[src/hw/rtl/keypad_decimal_calculator_assert.svh]
// ----------------------------------------------------------------------------
// Assertion macros for keypad_decimal_calculator
// Clocked on clk_i, disabled while rst_ni is low.
// ----------------------------------------------------------------------------
`ifndef KEYPAD_DECIMAL_CALCULATOR_ASSERT_SVH
`define KEYPAD_DECIMAL_CALCULATOR_ASSERT_SVH

// Same-cycle implication.
`define KDC_ASSERT_NOW(lbl, ante, cons, msg) \
  lbl: assert property (@(posedge clk_i) disable iff (!rst_ni) (ante) |-> (cons)) \
    else $error(msg);

// Next-cycle implication.
`define KDC_ASSERT_NEXT(lbl, ante, cons, msg) \
  lbl: assert property (@(posedge clk_i) disable iff (!rst_ni) (ante) |=> (cons)) \
    else $error(msg);

`endif

[src/hw/rtl/kdc_pkg.sv]
// ----------------------------------------------------------------------------
// kdc_pkg
// Types, codes and BCD helpers for the keypad decimal calculator.
// ----------------------------------------------------------------------------
`timescale 1ns / 1ps

package kdc_pkg;

  localparam int unsigned DIGITS = 4;   // entry width in decimal digits, 1..8
  localparam int unsigned SHOWN  = 4;   // digits on the display ports

  typedef logic [DIGITS-1:0][3:0] bcd_t;

  localparam bcd_t BCD_MAX = {DIGITS{4'd9}};

  typedef enum logic [2:0] {
    KEY_DIGIT  = 3'd0,
    KEY_ADD    = 3'd1,
    KEY_SUB    = 3'd2,
    KEY_EQUALS = 3'd3,
    KEY_BACK   = 3'd4,
    KEY_NEG    = 3'd5
  } key_e;

  typedef enum logic [1:0] {
    OP_NONE = 2'd0,
    OP_ADD  = 2'd1,
    OP_SUB  = 2'd2
  } pend_op_e;

  localparam logic [3:0] DIGIT_MAX = 4'd9;

  typedef struct packed {
    logic carry;
    bcd_t mag;
  } bcd_res_t;

  // Ripple BCD add, carry out of the top digit means the sum exceeds BCD_MAX.
  function automatic bcd_res_t bcd_add(input bcd_t a, input bcd_t b);
    logic       c;
    logic [4:0] s;
    bcd_res_t   r;
    c = 1'b0;
    r = '0;
    for (int k = 0; k < DIGITS; k++) begin
      s = {1'b0, a[k]} + {1'b0, b[k]} + {4'b0, c};
      if (s > 5'd9) begin
        r.mag[k] = 4'(s - 5'd10);
        c        = 1'b1;
      end else begin
        r.mag[k] = s[3:0];
        c        = 1'b0;
      end
    end
    r.carry = c;
    return r;
  endfunction

  // Ripple BCD subtract, caller guarantees a >= b.
  function automatic bcd_t bcd_sub(input bcd_t a, input bcd_t b);
    logic       bw;
    logic [4:0] d;
    bcd_t       r;
    bw = 1'b0;
    r  = '0;
    for (int k = 0; k < DIGITS; k++) begin
      d = {1'b0, a[k]} - {1'b0, b[k]} - {4'b0, bw};
      if (d[4]) begin
        r[k] = 4'(d + 5'd10);
        bw   = 1'b1;
      end else begin
        r[k] = d[3:0];
        bw   = 1'b0;
      end
    end
    return r;
  endfunction

endpackage

[src/hw/rtl/keypad_decimal_calculator.sv]
// ----------------------------------------------------------------------------
// keypad_decimal_calculator
// Four-digit decimal calculator driven by key words, saturating at 9999.
//
//   channel  direction  fields                                      handshake
//   in       input      op_i, digit_i                               in_valid_i / in_ready_o
//   out      output     shown_*_o, minus_shown_o, overflow_o        out_valid_o / out_ready_i
//
// One key word per cycle while out_ready_i is high; its result word is valid the cycle after acceptance.
// All arithmetic is done in BCD sign-magnitude in a single pass, so no binary
// conversion sits in the path; the ripple over the entry digits sets its depth.
// The calculator state doubles as the output register: in_ready_o is high
// whenever no result is waiting or the waiting one is taken in this cycle.
// Reset (rst_ni low) clears the entry, operand, pending operation and flags.
// ----------------------------------------------------------------------------
`timescale 1ns / 1ps

`include "keypad_decimal_calculator_assert.svh"

module keypad_decimal_calculator (
  input  logic       clk_i,
  input  logic       rst_ni,
  input  logic       in_valid_i,
  output logic       in_ready_o,
  input  logic [2:0] op_i,
  input  logic [3:0] digit_i,
  output logic       out_valid_o,
  input  logic       out_ready_i,
  output logic [3:0] shown_ones_o,
  output logic [3:0] shown_tens_o,
  output logic [3:0] shown_hundreds_o,
  output logic [3:0] shown_thousands_o,
  output logic       minus_shown_o,
  output logic       overflow_o
);
  import kdc_pkg::*;

  bcd_t     entry_q, entry_d;
  bcd_t     first_mag_q, first_mag_d;
  logic     first_neg_q, first_neg_d;
  pend_op_e pend_q, pend_d;
  logic     neg_q, neg_d;
  logic     minus_q, minus_d;
  logic     ovf_q, ovf_d;
  logic     out_valid_q;
  logic     acc;

  bcd_res_t sum;
  bcd_t     diff_fs;
  bcd_t     diff_sf;
  logic     second_neg;
  logic     first_ge;
  bcd_t     res_mag;
  logic     res_neg;

  assign in_ready_o = !out_valid_q || out_ready_i;
  assign acc        = in_valid_i && in_ready_o;

  assign second_neg = neg_q ^ (pend_q == OP_SUB);
  assign sum        = bcd_add(first_mag_q, entry_q);
  assign diff_fs    = bcd_sub(first_mag_q, entry_q);
  assign diff_sf    = bcd_sub(entry_q, first_mag_q);
  assign first_ge   = first_mag_q >= entry_q;

  always_comb begin
    if (first_neg_q == second_neg) begin
      res_mag = sum.carry ? BCD_MAX : sum.mag;
      res_neg = first_neg_q;
    end else if (first_ge) begin
      res_mag = diff_fs;
      res_neg = first_neg_q;
    end else begin
      res_mag = diff_sf;
      res_neg = second_neg;
    end
  end

  always_comb begin
    entry_d     = entry_q;
    first_mag_d = first_mag_q;
    first_neg_d = first_neg_q;
    pend_d      = pend_q;
    neg_d       = neg_q;
    minus_d     = minus_q;
    ovf_d       = ovf_q;
    case (key_e'(op_i))
      KEY_DIGIT: begin
        if (digit_i <= DIGIT_MAX) begin
          for (int k = DIGITS - 1; k > 0; k--) begin
            entry_d[k] = entry_q[k-1];
          end
          entry_d[0] = digit_i;
        end
      end
      KEY_ADD, KEY_SUB: begin
        pend_d      = (key_e'(op_i) == KEY_ADD) ? OP_ADD : OP_SUB;
        first_mag_d = entry_q;
        first_neg_d = neg_q;
        neg_d       = 1'b0;
        entry_d     = '0;
        minus_d     = 1'b0;
      end
      KEY_EQUALS: begin
        neg_d   = 1'b0;
        minus_d = 1'b0;
        if (pend_q == OP_ADD || pend_q == OP_SUB) begin
          entry_d = res_mag;
          minus_d = res_neg && (res_mag != '0);
          ovf_d   = (first_neg_q == second_neg) && sum.carry;
        end
      end
      KEY_BACK: begin
        for (int k = 0; k < DIGITS - 1; k++) begin
          entry_d[k] = entry_q[k+1];
        end
        entry_d[DIGITS-1] = '0;
      end
      KEY_NEG: begin
        neg_d   = 1'b1;
        minus_d = 1'b1;
      end
      default: begin
      end
    endcase
  end

  always_ff @(posedge clk_i or negedge rst_ni) begin
    if (!rst_ni) begin
      entry_q     <= '0;
      first_mag_q <= '0;
      first_neg_q <= 1'b0;
      pend_q      <= OP_NONE;
      neg_q       <= 1'b0;
      minus_q     <= 1'b0;
      ovf_q       <= 1'b0;
      out_valid_q <= 1'b0;
    end else begin
      if (acc) begin
        entry_q     <= entry_d;
        first_mag_q <= first_mag_d;
        first_neg_q <= first_neg_d;
        pend_q      <= pend_d;
        neg_q       <= neg_d;
        minus_q     <= minus_d;
        ovf_q       <= ovf_d;
        out_valid_q <= 1'b1;
      end else if (out_ready_i) begin
        out_valid_q <= 1'b0;
      end
    end
  end

  logic [SHOWN-1:0][3:0] shown;

  for (genvar k = 0; k < SHOWN; k++) begin : g_shown
    if (k < DIGITS) begin : g_digit
      assign shown[k] = entry_q[k];
    end else begin : g_blank
      assign shown[k] = '0;
    end
  end

  assign out_valid_o       = out_valid_q;
  assign shown_ones_o      = shown[0];
  assign shown_tens_o      = shown[1];
  assign shown_hundreds_o  = shown[2];
  assign shown_thousands_o = shown[3];
  assign minus_shown_o     = minus_q;
  assign overflow_o        = ovf_q;

  `KDC_ASSERT_NEXT(a_op_clears_entry,
    acc && (op_i == KEY_ADD || op_i == KEY_SUB),
    entry_q == '0 && !minus_q,
    "add/sub did not clear the entry")
  `KDC_ASSERT_NEXT(a_digit_shifts_in,
    acc && op_i == KEY_DIGIT && digit_i <= DIGIT_MAX,
    shown_ones_o == $past(digit_i),
    "digit key not shifted into the entry")
  `KDC_ASSERT_NEXT(a_unused_key_holds,
    acc && op_i > KEY_NEG,
    $stable(entry_q) && $stable(first_mag_q) && $stable(pend_q) && $stable(neg_q),
    "unused key changed the state")
  `KDC_ASSERT_NEXT(a_equals_no_op,
    acc && op_i == KEY_EQUALS && pend_q == OP_NONE,
    $stable(entry_q) && $stable(ovf_q) && !minus_q && !neg_q,
    "equals without operation changed the result")

endmodule
[config.mk]
export PLATFORM = sky130hd
export DESIGN_NAME = keypad_decimal_calculator
export DESIGN_NICKNAME = d
export VERILOG_FILES = /design/src/hw/rtl/kdc_pkg.sv /design/src/hw/rtl/keypad_decimal_calculator.sv
export VERILOG_INCLUDE_DIRS = /design/src /design/src/hw/rtl
export SDC_FILE = /design/constraint.sdc
export NUM_CORES = 1
export LEC_CHECK = 0
export ABC_CLOCK_PERIOD_IN_PS = 19200
export BUFFER_PORTS_ARGS = -buffer_cell sky130_fd_sc_hd__buf_2
export CAP_MARGIN = 5
export CORE_ASPECT_RATIO = 1.2
export CORE_MARGIN = 3
export CORE_UTILIZATION = 68
export CTS_CLUSTER_SIZE = 40
export DETAILED_ROUTE_END_ITERATION = 6
export GPL_ROUTABILITY_DRIVEN = 1
export GPL_TIMING_DRIVEN = 0
export PLACE_DENSITY = 0.88
export SYNTH_ARGS = -nofsm -noshare
export SYNTH_HDL_FRONTEND = slang
export SYNTH_SLANG_ARGS = --single-unit
[constraint.sdc]
create_clock -name clk_i -period 19.2 [get_ports clk_i]
set_input_delay 1.92 -clock clk_i [delete_from_list [all_inputs] [get_ports clk_i]]
set_output_delay 1.92 -clock clk_i [all_outputs]
set_load 0.005 [all_outputs]
==> results of run 1 <==
how the worst min path moves through the flow:
stage | to | cells past startpoint | startpoint | slack, ns
floorplan | overflow_o | 1 | overflow_o | 0.51
global route | overflow_o | 1 | overflow_o | 0.54
detailed placement | overflow_o | 1 | overflow_o | 0.49
finish | overflow_o | 1 | overflow_o | 0.52
global placement | overflow_o | 1 | overflow_o | 0.49
CTS | overflow_o | 1 | overflow_o | 0.51
through the flow:
stage	cells	util [%]	setup slack [ns]	hold WS (ns)	area (um^2)
2_1_floorplan	652	-	12.44	0.505	5570
3_3_place_gp	772	74.4	11.60	0.490	5830
3_5_place_dp	772	74.4	11.42	0.495	5830
4_1_cts	780	75.4	11.39	0.514	5910
5_1_grt	780	75.4	10.88	0.540	5910
6_report	780	75.4	11.28	0.515	5910
cells in the mapped netlist, types with 8 or more instances:
cell type | count | area (um^2)
sky130_fd_sc_hd__xnor2_1 | 24 | 210
sky130_fd_sc_hd__inv_1 | 75 | 282
sky130_fd_sc_hd__nand2_1 | 64 | 240
sky130_fd_sc_hd__fa_1 | 24 | 480
sky130_fd_sc_hd__a221oi_1 | 8 | 70.1
sky130_fd_sc_hd__mux2i_1 | 19 | 190
sky130_fd_sc_hd__xor2_1 | 19 | 166
sky130_fd_sc_hd__o21ai_0 | 46 | 230
sky130_fd_sc_hd__nand3_1 | 18 | 90.1
sky130_fd_sc_hd__a21o_1 | 9 | 67.6
sky130_fd_sc_hd__nor2_1 | 25 | 93.8
sky130_fd_sc_hd__nor3_1 | 10 | 50.1
sky130_fd_sc_hd__clkbuf_1 | 17 | 63.8
sky130_fd_sc_hd__a21oi_1 | 26 | 130
sky130_fd_sc_hd__nand3b_1 | 8 | 60.1
sky130_fd_sc_hd__ha_1 | 77 | 963
sky130_fd_sc_hd__a31oi_1 | 11 | 68.8
sky130_fd_sc_hd__dfrtp_1 | 39 | 976
sky130_fd_sc_hd__nand2b_1 | 9 | 56.3
sky130_fd_sc_hd__a22o_1 | 8 | 70.1
kinds of logic after synthesis:
logic type,after synthesis
AOI/OAI and AO/OA,171
xor gates and xnor gates,46
adders and majority gates,101
buffers and inverters,103
DFF,39
muxes,25
and+or+nand+nor,167
flip-flops by register name, indices dropped and copies added, names as in the netlist:
name               flops
overflow_o             1
minus_shown_o          1
neg_q                  1
shown_ones_o           4
shown_hundreds_o       4
first_mag_q           16
first_neg_q            1
pend_q                 2
shown_tens_o           4
out_valid_o            1
shown_thousands_o      4
area by class of cell:
class                      instances  area share, %
buffer                            25           2.31
clock buffer                       7           1.29
clock inverter                     1         0.0847
inverter                          78           4.95
multi-input combinational        510           70.5
sequential                        39           16.5
tap                               92           1.95
timing repair buffer              28           2.37
worst max-delay path, delay by kind of cell, from the launching register on:
family | cells | cell delay, ns
compound gates | 9 | 1.48
xor+xnor | 1 | 0.36
fa+ha+maj | 7 | 2.56
flops | 1 | 0.53
buf+inv | 8 | 0.97
simple gates | 11 | 1.88
layer usage:
layer | track usage (%) | share of wire (%)
met1 | 39.6 | 39
met2 | 57.9 | 51
met3 | 3.31 | 5.8
met4 | 12.7 | 4.1
met5 | 0 | 0
==> PnR_summary.wiki, run 1 <==
{| class="wikitable"
! Metric !! Value
|-
| Result of the run || finished, final reports clean
|-
| Number of vias after detailed routing || 5073
|-
| Worst-path maximum fanout || 10
|-
| Horiz. Die Dim || around 89 um
|-
| Clock Skews || ~0.0067 ns
|-
| Global-route wire length before repair || 24000 um
|-
| Setup crit start || shown_ones_o[2]
|-
| Total of endpoints with negative setup slack in the final report || 0
|-
| WL final || 14900 um
|-
| DRC violation count after routing || 0
|-
| Number of max-cap violations || 0
|-
| Count of inserted antenna diode cells || 0
|-
| FF/Latch Area || 976 um^2
|-
| Initial antenna violation count || 0
|-
| Part of the Yosys area used for sequential elements || 17.5%
|-
| Clk slew on worst S/H paths || 0.08 ns
|-
| Unrepaired setup endpoints after global routing || false
|-
| Synth Area in Simple Gates || around 15%
|-
| Share of cell area taken by muxes after synthesis || approximately 4.6%
|-
| Synthesized flop and latch total || 39
|-
| Clock Sink Count || 39
|-
| Dominant combinational cell family by area after synthesis || adder cells
|-
| Slew of the pin with the lowest slew margin || 0.942 ns
|-
| Depth of the worst register-to-register path || 36
|-
| Count of hold-fix buffers inserted at cts || 0
|-
| Synthesized area per cell || 8.55 um^2
|-
| Total count of hold-check failures in the final report || 0
|-
| Overall die height || 105 um
|-
| Synth Cell Area || 5570 um^2
|-
| Routed len/inst || 19.1 um
|-
| FF-to-FF setup slack || 11.28 ns
|-
| Critical Path Max Stage Delay || 0.53 ns
|-
| Tightest slew margin relative to the limit || 37.2%
|-
| Share of cells above drive strength 1 || 10.0%
|-
| Final RePlAce weighted congestion || approximately 0.97
|-
| Crit path arrival time || about 8.1 ns
|-
| Detailed Route Iter0 Violations || 507
|-
| Adder-cell area share of the yosys netlist || 25.9%
|-
| XOR/XNOR Fraction of Synth Area || 7.83%
|-
| Post-synthesis compound-gate area fraction || 21.1%
|-
| Tcrit/Tclk final || 41.3%
|-
| Commonest cells after routing, fill and taps aside || sky130_fd_sc_hd__ha_1, sky130_fd_sc_hd__inv_1, sky130_fd_sc_hd__nand2_1, sky130_fd_sc_hd__o21ai_0, sky130_fd_sc_hd__dfrtp_1
|-
| Number of core rows || 35
|-
| Total of cells resized after clock tree synthesis || 0
|-
| Post-DR vias/cell || around 6.5
|-
| Max clock buf depth || 2
|-
| Period minus WS final || 7.92 ns
|-
| Antenna Nets Post-Route || 0
|-
| Area growth from synthesis to layout || 6.04%
|-
| Die ar. || 9320 um^2
|-
| Number of filler cells placed in the layout || 593
|-
| Start-to-end type of the worst setup path || register to register
|-
| Number of iterations in the first detailed-routing pass || 5
|-
| Clock tree root driver cell || sky130_fd_sc_hd__clkbuf_8
|-
| Area of the placeable core || 7840 um^2
|-
| Worst path required time || 19.38 ns
|-
| CTS tree || yes
|-
| Clock latency reported for the late side of the worst-skew pair || 0.29 ns
|-
| Cell type of the slowest stage on the worst timing path || sky130_fd_sc_hd__dfrtp_1
|-
| Most common library cell in the layout ignoring fill and taps || sky130_fd_sc_hd__ha_1
|-
| Endpoint of the lowest-slack register-to-register path || minus_shown_o
|-
| Fraction of synthesis flops using an asynchronous set or reset pin || 100%
|-
| Max-slew violation count || 0
|-
| # port buffers || 28
|-
| Most used flip-flop cell after synthesis || sky130_fd_sc_hd__dfrtp_1
|-
| Count of flip-flops with a built-in enable after synthesis || 0
|-
| Number of different library cells in the post-synthesis netlist || slightly above 70
|-
| Setup repair bufs after CTS || 0
|-
| Aggregate global-route resource usage || 32.7%
|-
| Via count of the first global-routing pass || 5065
|-
| Number of warnings printed during yosys synthesis || 0
|-
| Total congestion overflow || 0
|-
| Startpoint kind of the worst setup timing path || register
|-
| TritonCTS Buffers || 5
|-
| Kind of capture point of the worst setup path || register
|-
| Capture point of the worst path || minus_shown_o
|-
| Area taken by multi-input logic gates || 4170 um^2
|-
| Number of cells produced by synthesis || 652
|-
| Clock H-tree levels || 2
|-
| Upper clock frequency limit || 126 MHz
|-
| Nets || 799
|-
| Tightest Hold Check Type || register to register
|-
| Number of top-level pins || 31
|-
| Largest net degree at the start of global routing || 40
|-
| Effective utilization at floorplan || 71.1%
|-
| HPWL Detailed || 11700 um
|-
| Synthesized Nets || 764
|-
| R2R Path Start || shown_ones_o[2]
|-
| Final TNS setup || 0 ns
|}
Power of run 1 is left out: the tool's default activity adds up to more than one toggle a clock period on the data nets, which glitch-free logic cannot reach.
==> run 2, diff against run 1 <==
- ABC_AREA: not set -> 1
- ABC_CLOCK_PERIOD_IN_PS: 19200 -> 7700
- CORE_UTILIZATION: 68 -> 63
- PLACE_DENSITY: 0.88 -> 0.83
- clock period: 19.2 -> 7.7 ns (I/O delays scaled with it)
==> run 2 against run 1 <==
Against the previous run:
- wire length decreased by 0.52%
- register-to-register slack got worse by 11 ns
- clock skew increased by 0.00089 ns
- core utilization decreased by 4.5 points
- clock-buffer cell count decreased by 2
- first-iteration DRC count decreased by 12%
- synthesized area decreased by 1.8%
- non-clock buffer count decreased by 11
- critical path depth increased by 3
- highest routed layer unchanged
==> PnR_summary.wiki, run 2 <==
{| class="wikitable"
! Metric !! Value
|-
| Result of the run || finished, final reports clean
|-
| Horiz. Die Dim || between 90 and 100 um
|-
| Number of different library cells in the post-synthesis netlist || 39
|-
| Cell type of the slowest stage on the worst timing path || sky130_fd_sc_hd__dfrtp_1
|-
| CTS tree || yes
|-
| Share of cells above drive strength 1 || 6.72%
|-
| Upper clock frequency limit || 144 MHz
|-
| Tightest slew margin relative to the limit || 33.3%
|-
| Unrepaired setup endpoints after global routing || false
|-
| Clock latency reported for the late side of the worst-skew pair || 0.31 ns
|-
| Max clock buf depth || 2
|-
| Clock tree root driver cell || sky130_fd_sc_hd__clkbuf_8
|-
| Final TNS setup || 0 ns
|-
| Worst-path maximum fanout || 8
|-
| Clk slew on worst S/H paths || 0.10 ns
|-
| Startpoint kind of the worst setup timing path || register
|-
| Proportion of netlist area held by the largest area contributor || 18.0%
|-
| Number of core rows || 36
|-
| Synth Cell Area || 5470 um^2
|-
| Number of filler cells placed in the layout || 746
|-
| Number of top-level pins || 31
|-
| Number of iterations in the first detailed-routing pass || 6
|-
| Overall die height || 108 um
|-
| HPWL Detailed || 11600 um
|-
| Total of endpoints with negative setup slack in the final report || 0
|-
| Nets || 959
|-
| Flip-flop count of the largest register after layout || 16
|-
| Utilization after layout || 70.9%
|-
| Count of hold-fix buffers inserted at cts || 0
|-
| Count of flip-flops with a built-in enable after synthesis || 0
|-
| Most common library cell in the layout ignoring fill and taps || sky130_fd_sc_hd__nand2_1
|-
| Antenna Nets Post-Route || 0
|-
| TritonCTS Buffers || 5
|-
| Aggregate global-route resource usage || 31.1%
|-
| Most frequent cells after synthesis || sky130_fd_sc_hd__nand2_1, sky130_fd_sc_hd__inv_1, sky130_fd_sc_hd__ha_1
|-
| Number of cells produced by synthesis || 810
|-
| Setup repair bufs after CTS || 0
|-
| Most used flip-flop cell after synthesis || sky130_fd_sc_hd__dfrtp_1
|-
| Commonest cells after routing, fill and taps aside || sky130_fd_sc_hd__nand2_1, sky130_fd_sc_hd__inv_1, sky130_fd_sc_hd__ha_1, sky130_fd_sc_hd__nand3_1, sky130_fd_sc_hd__nor2_1
|-
| Critical Path Max Stage Delay || 0.49 ns
|-
| Via count of the first global-routing pass || roughly 5200
|-
| Max-slew violation count || 0
|-
| Area growth from synthesis to layout || 7.41%
|-
| Detailed Route Iter0 Violations || 446
|-
| Number of warnings printed during yosys synthesis || 0
|-
| Slew of the pin with the lowest slew margin || approximately 1 ns
|-
| Count of inserted antenna diode cells || 0
|-
| Total congestion overflow || 0
|-
| Tightest Hold Check Type || register to register
|-
| Clock Sink Count || 39
|-
| Synthesized Nets || 922
|-
| Number of max-cap violations || 0
|-
| Most common cell in the synthesized netlist || sky130_fd_sc_hd__nand2_1
|-
| Clock H-tree levels || 2
|-
| Final RePlAce weighted congestion || 0.921
|-
| Post-DR vias/cell || roughly 5.6
|-
| Start-to-end type of the worst setup path || register to register
|-
| Routed len/inst || 15.4 um
|-
| Number of vias after detailed routing || 5372
|-
| Die ar. || 9840 um^2
|-
| Largest net degree at the start of global routing || 40
|-
| FF-to-FF setup slack || 0.74 ns
|-
| Area of the placeable core || between 8000 and 9000 um^2
|-
| Worst path required time || 7.96 ns
|-
| Post-synth top area cell || sky130_fd_sc_hd__nand2_1
|-
| Period minus WS final || 6.96 ns
|-
| Global-route wire length before repair || 24500 um
|-
| Synthesized flop and latch total || 39
|-
| DRC violation count after routing || 0
|-
| Crit path arrival time || between 7 and 8 ns
|-
| Kind of capture point of the worst setup path || register
|-
| Initial antenna violation count || 0
|-
| Cell with the most instances on the worst path || sky130_fd_sc_hd__nand2_1
|-
| WL final || 14800 um
|-
| Tcrit/Tclk final || between 90% and 100%
|-
| Synth top area cells || sky130_fd_sc_hd__nand2_1, sky130_fd_sc_hd__dfrtp_1, sky130_fd_sc_hd__ha_1, sky130_fd_sc_hd__inv_1, sky130_fd_sc_hd__fa_1
|-
| Effective utilization at floorplan || 66.0%
|-
| Clock Skews || 0.00759 ns
|-
| Synthesized area per cell || 6.75 um^2
|-
| Total of cells resized after clock tree synthesis || 0
|-
| Largest Register || first_mag_q
|-
| Part of the Yosys area used for sequential elements || between 15 and 20%
|-
| Total count of hold-check failures in the final report || 0
|-
| # port buffers || 30
|-
| Fraction of synthesis flops using an asynchronous set or reset pin || 100%
|}
[run 2: changes by cell type after synthesis, moves of 8 or more]
| cell | before | now |
|---|---|---|
| sky130_fd_sc_hd__nand3_1 | 18 | 64 |
| sky130_fd_sc_hd__a22o_1 | 8 | 0 |
| sky130_fd_sc_hd__clkbuf_1 | 17 | 7 |
| sky130_fd_sc_hd__mux2i_1 | 19 | 1 |
| sky130_fd_sc_hd__xnor2_1 | 24 | 11 |
| sky130_fd_sc_hd__nand2_1 | 64 | 262 |
| sky130_fd_sc_hd__inv_1 | 75 | 148 |
| sky130_fd_sc_hd__xor2_1 | 19 | 5 |
| sky130_fd_sc_hd__nand2b_1 | 9 | 0 |
| sky130_fd_sc_hd__nor3_1 | 10 | 2 |
| sky130_fd_sc_hd__nor2_1 | 25 | 42 |
| sky130_fd_sc_hd__o21ai_0 | 46 | 33 |
| sky130_fd_sc_hd__a21o_1 | 9 | 1 |
| sky130_fd_sc_hd__a31oi_1 | 11 | 0 |
[run 2: worst paths after layout]
| path | start | to | depth (start not counted) |
|---|---|---|---|
| hold reg to reg | minus_shown_o | minus_shown_o | 2 |
| setup reg to reg | shown_ones_o[1] | minus_shown_o | 39 |
| max in group asynchronous | rst_ni | first_mag_q[7] | 1 |
| setup / recovery | shown_ones_o[1] | minus_shown_o | 39 |
| min in group asynchronous | rst_ni | first_mag_q[2] | 1 |
| hold / removal | minus_shown_o | minus_shown_o | 2 |
[run 2: critical path, delay by kind of cell (launching register included)]
family        cells  cell delay, ns
xor+xnor          4            1.02
flops             1            0.49
buf+inv           7            0.76
simple gates     21            2.27
fa+ha+maj         7            2.34
[run 2: logic make-up after synthesis]
| kind of cell | count (synthesis) | share of synthesized area (%) |
|---|---|---|
| simple gates | 400 | 31.3 |
| mux | 1 | 0.183 |
| flops | 39 | 17.8 |
| buf+inv | 162 | 11.3 |
| fa+ha+maj | 101 | 26.4 |
| xor+xnor | 18 | 3.16 |
| compound gates | 89 | 9.81 |
[run 2: area by class of cell]
class                           count  area [um^2]  share of cell area (%)
Inverter                          150          563                    9.58
Sequential cell                    39          976                    16.6
Timing Repair Buffer               30          150                    2.55
Buffer                             12         57.6                   0.979
Clock buffer                        5         68.8                    1.17
Multi-Input combinational cell    609         3870                    65.9
Clock inverter                      3         43.8                   0.745
Tap cell                          114          143                    2.43
[run 2: routing by layer]
| metal | track usage [%] | wire length (um) |
|---|---|---|
| met1 | 37.5 | 5960 |
| met2 | 57.3 | 7510 |
| met3 | 2.44 | 691 |
| met4 | 12.8 | 640 |
| met5 | 0 | 0 |
[run 2: through the flow]
stage | instance area [um^2] | hold slack (ns) | worst slack [ns] | std cells
6_report | 5880 | 0.515 | 0.743 | 962
2_1_floorplan | 5470 | 0.468 | 1.90 | 810
3_3_place_gp | 5760 | 0.484 | 1.08 | 954
4_1_cts | 5880 | 0.515 | 0.897 | 962
5_1_grt | 5880 | 0.536 | 0.103 | 962
3_5_place_dp | 5760 | 0.495 | 0.944 | 954
Power of run 2 is left out for the same reason.
